File: src/sv/assert_macros.svh
// assertion macros used by the rtl top level
`ifndef ASSERT_MACROS_SVH
`define ASSERT_MACROS_SVH

// implication checked on every clock edge outside reset
`define ASSERT_IMPL(label, clk, rst, ante, cons, msg) \
  label: assert property (@(posedge clk) disable iff (rst) (ante) |-> (cons)) else $error(msg);

// implication checked in the cycle after the antecedent
`define ASSERT_NEXT(label, clk, rst, ante, cons, msg) \
  label: assert property (@(posedge clk) disable iff (rst) (ante) |=> (cons)) else $error(msg);

`endif

File: src/sv/mvt_pkg.sv
// package: types and constants of the matrix vector transform unit
package mvt_pkg;

  localparam int FracBitsDefault = 16;

  localparam logic [1:0] CMD_WRITE    = 2'd0;
  localparam logic [1:0] CMD_COMPOSE  = 2'd1;
  localparam logic [1:0] CMD_XFORM    = 2'd2;
  localparam logic [1:0] CMD_IDENTITY = 2'd3;

  typedef struct packed {
    logic [1:0]         command;
    logic [3:0]         element_index;
    logic signed [31:0] element_value;
    logic signed [31:0] vec_x;
    logic signed [31:0] vec_y;
    logic signed [31:0] vec_z;
    logic signed [31:0] vec_w;
  } cmd_t;

  typedef struct packed {
    logic signed [31:0] res_x;
    logic signed [31:0] res_y;
    logic signed [31:0] res_z;
    logic signed [31:0] res_w;
    logic               saturated;
  } result_t;

  // controller to datapath
  typedef struct packed {
    logic       load;      // capture command payload
    logic       write_stg; // write staging element
    logic       identity;  // reload identity
    logic       mul;       // form products for step
    logic       acc;       // reduce products of previous step
    logic [1:0] row;       // row of the step being multiplied
    logic       comp;      // step belongs to compose
    logic [1:0] col;       // column for compose step
    logic       commit;    // copy compose result into current matrix
    logic       emit;      // result ready
  } dp_ctrl_t;

endpackage

File: src/sv/mvt_ctrl.sv
// controller: sequences transform and compose steps
module mvt_ctrl (
  input  logic            clk,
  input  logic            rst,
  input  logic            start,
  input  logic [1:0]      command,
  output logic            busy,
  output mvt_pkg::dp_ctrl_t ctrl
);

  localparam logic [2:0] S_IDLE = 3'd0;
  localparam logic [2:0] S_RUN  = 3'd1;
  localparam logic [2:0] S_TAIL = 3'd2;
  localparam logic [2:0] S_DONE = 3'd3;

  logic [2:0] state, state_next;
  logic [3:0] step, step_next;   // row in [3:2], col in [1:0] for compose
  logic       comp, comp_next;
  logic       take;

  assign take = start && !busy;
  assign busy = (state != S_IDLE);

  always_comb begin
    state_next = state;
    step_next  = step;
    comp_next  = comp;
    ctrl       = '0;
    ctrl.load      = take;
    ctrl.write_stg = take && command == mvt_pkg::CMD_WRITE;
    ctrl.identity  = take && command == mvt_pkg::CMD_IDENTITY;
    unique case (state)
      S_IDLE: begin
        if (take && (command == mvt_pkg::CMD_XFORM || command == mvt_pkg::CMD_COMPOSE)) begin
          state_next = S_RUN;
          step_next  = '0;
          comp_next  = (command == mvt_pkg::CMD_COMPOSE);
        end
      end
      S_RUN: begin
        ctrl.mul  = 1'b1;
        ctrl.comp = comp;
        ctrl.row  = comp ? step[3:2] : step[1:0];
        ctrl.col  = step[1:0];
        ctrl.acc  = (step != 4'd0);
        step_next = step + 4'd1;
        if ((comp && step == 4'd15) || (!comp && step == 4'd3)) state_next = S_TAIL;
      end
      S_TAIL: begin
        ctrl.acc  = 1'b1;
        ctrl.comp = comp;
        state_next = S_DONE;
      end
      S_DONE: begin
        ctrl.commit = comp;
        ctrl.emit   = !comp;
        state_next  = S_IDLE;
      end
      default: state_next = S_IDLE;
    endcase
  end

  always_ff @(posedge clk) begin
    if (rst) begin
      state <= S_IDLE;
      step  <= '0;
      comp  <= 1'b0;
    end else begin
      state <= state_next;
      step  <= step_next;
      comp  <= comp_next;
    end
  end

endmodule

File: config.mk
export PLATFORM = sky130hd
export DESIGN_NAME = mvt_ctrl
export DESIGN_NICKNAME = d
export VERILOG_FILES = /design/src/sv/assert_macros.svh /design/src/sv/mvt_pkg.sv /design/src/sv/mvt_ctrl.sv
export SDC_FILE = /design/constraint.sdc
export NUM_CORES = 1
export LEC_CHECK = 0
export ABC_AREA = 1
export BUFFER_PORTS_ARGS = -buffer_cell sky130_fd_sc_hd__clkbuf_2
export CORE_AREA = 4 4 41 43
export CTS_CLUSTER_DIAMETER = 120
export DETAILED_ROUTE_END_ITERATION = 8
export DIE_AREA = 0 0 45 47
export MAX_ROUTING_LAYER = met4
export PLACE_DENSITY = 0.71
export SYNTH_ARGS = -nofsm -noshare
export SYNTH_HDL_FRONTEND = slang
export SYNTH_SLANG_ARGS = --single-unit
File: constraint.sdc
create_clock -name clk -period 1.96 [get_ports clk]
set_clock_uncertainty 0.15 [all_clocks]
set_input_delay 0.392 -clock clk [delete_from_list [all_inputs] [get_ports clk]]
set_output_delay 0.392 -clock clk [all_outputs]
set_load 0.02 [all_outputs]
Word level (Yosys, flattened, before mapping)
Index checks and enable logic that the tools add are counted.
Operators by class
  reductions and logical operators: 19
  $add $sub $neg: 1
  multiplexer cells: 12
  equal/unequal tests: 10
Operators with widths (count)
  3-bit case mux with 3 select lines: 1
  2-bit 2-to-1 mux: 4
  4-bit case mux with 2 select lines: 1
  3-bit by 2-bit == test with 1-bit output (second input constant): 2
  1-bit logical AND: 6
  3-bit 2-to-1 mux: 2
  2-bit AND reduction: 3
  4-bit by 1-bit adder with 4-bit output (second input constant): 1
  2-bit == test (second input constant): 2
  4-bit by 2-bit == test with 1-bit output (second input constant): 1
  4-bit == test (second input constant): 1
  4-bit 2-to-1 mux: 1
  2-bit inequality test (second input constant): 2
  4-bit nonzero test: 1
  3-bit by 1-bit == test with 1-bit output (second input constant): 1
  3-bit logical NOT: 1
  3-bit nonzero test: 1
  2-bit by 1-bit == test with 1-bit output (second input constant): 1
  1-bit logical NOT: 2
  2-bit logical NOT: 1
  1-bit logical OR: 2
  1-bit 2-to-1 mux: 2
  1-bit case mux with 2 select lines: 1
  2-bit nonzero test: 1
  2-bit OR reduction: 1
Word-level totals
  output and inout port bits: 13
  register bits: 8
  word-level logic and storage cells: 45
  bits of input ports: 5

Depth between registers and ports, before layout
  depth after elaboration: 6
  depth in mapped cells: 9
  mapped depth without buffers: 9

Worst setup path before layout
Ideal clock, no wire load.
  kind: register to output
  from: register state[1]
  to: output port ctrl[6] (netlist name)
  buffers on the path: 1
  stages on the path, launching flop included: 6
  arrival: 1.302 ns
  required time: 1.418 ns
  setup slack: 0.116 ns
  cells stage by stage: dfxtp_1 -> inv_1 -> ha_1 -> clkbuf_2 -> nand2_1 -> o22ai_1
RTL lines
  start: declaration: RTL line mvt_ctrl.sv:16  | logic [2:0] state, state_next;
  start signal: assignment: RTL line mvt_ctrl.sv:69  | state <= state_next;
  end: declaration: RTL line mvt_ctrl.sv:8  | output mvt_pkg::dp_ctrl_t ctrl

==> flow_summary.yaml <==
critical_path:
  reg2reg_depth: 9
  r2r_slack_ns: 0.43
  worstSetupEndpointType: "output port"
  rr_endpoint: "step[2]"
  path_cells: "inv_1, ha_2, nand2_2, nor2_1, clkbuf_2"
  r2r-start: "state[1]"
  cp.required_ns: 1.42
  startpoint_type: "register"
  path_class: "register to output port"
  cp_max_fo: 5
  cp.arrival_ns: 1.32
  slowest_delay_ns: 0.33
  cp-startpoint: "state[1]"
  critPathSlowestCell: "dfxtp_2"
clocking:
  hold_buffers: 0
  cts.path.max_buffers: 2
  clkLatencyLatePin_ns: 0.26
  clk_pin_slew_worst_paths_ns: 0.05
  cts_root_buf: "clkbuf_4"
  cts_setup_buffers: 0
  numCtsBuffers: 3
  cts-htree-levels: 1
  clock-sinks: 7
  tritoncts: "yes"
synthesis:
  synth_area_sq_um: 597
  synth_async_sr_flop_share: 0
  synth_fa_ha_area_frac: 0.189
  synth_cells: 93
  ys_seq_area_frac: 0.235
  synth-edff-count: 0
  synth_seq_cells: 7
  muxShareOfSynthArea: 0
  synth-simple-area-share: 0.264
  synth_warnings: 0
  synth_compound_area_frac: 0.136
  synth_ff_type: "dfxtp_1"
  synthDistinctLibCells: 20
  yosys.area_share.xor_xnor: 0
  syn_area_per_cell_sq_um: 6.42
  synth_top_family_by_area: "simple AND/OR/NAND/NOR gates"
  synth_nets: 107
floorplan:
  coreArea_sq_um: 1300
  die_h_um: 47
  die_area_sq_um: 2120
  start_util: 0.459
  die_w_um: 45
  pin_count: 18
  core.rowCount: 13
detailed_routing:
  detailroute.via_count: 579
  antenna_left: 0
  post_drt_wl_per_cell_um: 9.75
  drt-initial-drc-count: 19
  via_per_inst: 4.60
  drc: 0
  drtPass1Iterations: 4
  totalWireLength_mm: 1.23
global_routing:
  grt_max_degree: 10
  grt.overflow.total: 0
  track_usage: 0.144
  grt_pass1_wl_mm: 2.08
  antenna_found_initial: 0
  grt_pass1_vias: 532
timing:
  period_share: 0.950
  tightest_slew_ns: 0.301
  finalSetupViolCount: 0
  setup_ws_ns: 0.0981
  tns_ns: 0
  hold_slack_ns: 0.217
  slew_violations: 0
  fmax_ghz: 0.537
  timing.slew.headroom: 0.799
  fin_crit_ns: 1.86
  grt_setup_unrepaired: "true"
  finalHoldViolCount: 0
layout:
  final_cell_mix: "inv_1, clkbuf_2, nand2_1"
  final_common_cell: "inv_1"
  fillers: 142
  diodes: 0
  syn2layout_area_growth_pct: 22.9
  final_nets: 126
  instances_no_fill: 126
  drive_above_1_share: 0.279
place:
  portBuffers: 17
  gp_congestion: 0.835
  place_hpwl_um: 987
  dp_cells: 122
  pre_cts_ws_ns: 0.238
min_path:
  whs_endpoint: "step[0]"
  whs_path_depth: 2
  hold_path.class: "input port to register"
  hold_start: "rst"
power:
  leakage_nw: 0.414
  irDropWorstVdd_mv: 0.548
  power_density_nw_per_um2: 1020
run:
  maxCapViolations: 0
status:
  status: "finished clean"
==> layout make-up <==
cell class,count,area [sq um],area share
Tap cell,15,18.8,0.0256
Inverter,23,87.6,0.119
Sequential cell,7,146,0.200
Clock buffer,4,26.3,0.0358
Timing Repair Buffer,17,87.6,0.119
Multi-Input combinational cell,60,367,0.500
==> cells in the mapped netlist, drive strengths merged, types with 2 or more instances <==
library cell,count,area (sq um)
nand2,18,80.1
inv,22,82.6
nand3,7,35.0
a21oi,9,45.0
o21ai,4,23.8
buf,2,12.5
ha,9,113
nor2,10,37.5
dfxtp,7,140
==> routing by layer <==
metal / up-vias / wire length [um] / track usage / part of all wire
met5: - / 0 / - / 0
met4: 0 / 5 / 0.0526 / 0.0041
met3: 2 / 57 / 0.0690 / 0.046
met2: 8 / 626 / 0.232 / 0.51
met1: 248 / 540 / 0.153 / 0.44
li1: 321 / - / - / -
==> critical path, delay by kind of cell, from the launching register on <==
kind                       cells  cell delay [ns]
buffers and inverters          2             0.29
adders and majority gates      1             0.26
DFF                            1             0.33
and+or+nand+nor                2             0.19
==> worst max-delay path by stage <==
stage / endpoint / slack (ns) / cells after the start
2_1_floorplan: ctrl[6] / 0.12 / 5
3_3_place_gp: ctrl[6] / 0.27 / 5
3_5_place_dp: ctrl[6] / 0.24 / 5
4_1_cts: ctrl[11] / 0.02 / 5
5_1_grt: ctrl[9] / -0.006 / 5
6_report: ctrl[9] / 0.1 / 5
==> cell families after synthesis <==
logic type                 after synthesis
and+or+nand+nor                         36
buffers and inverters                   26
AOI/OAI and AO/OA                       15
adders and majority gates                9
DFF                                      7
==> state kept, by name, summed over array words and instances (netlist names) <==
signal / count
state: 2
step: 4
comp: 1
==> power by group <==
part	leakage [nW]	internal, mW	total, mW	switching, mW
registers	0.0584	0.174	0.203	0.0299
logic	0.340	0.146	0.407	0.261
clock network	0.0150	0.0779	0.135	0.0570
==> metrics by stage <==
step / utilization / total power, mW / area, sq um
after floorplan: - / 0.503 / 597
after global placement: 0.525 / 0.584 / 683
after detailed placement: 0.525 / 0.585 / 683
after CTS: 0.547 / 0.727 / 712
after global routing: 0.563 / 0.826 / 733
final: 0.563 / 0.746 / 733
==> what timing repair did <==
action                                  CTS  global route
endpoints found under the setup margin    2             6
endpoints found under the hold margin     0             0
resized for setup                         1             8
Power figures use the tool's default switching activity.
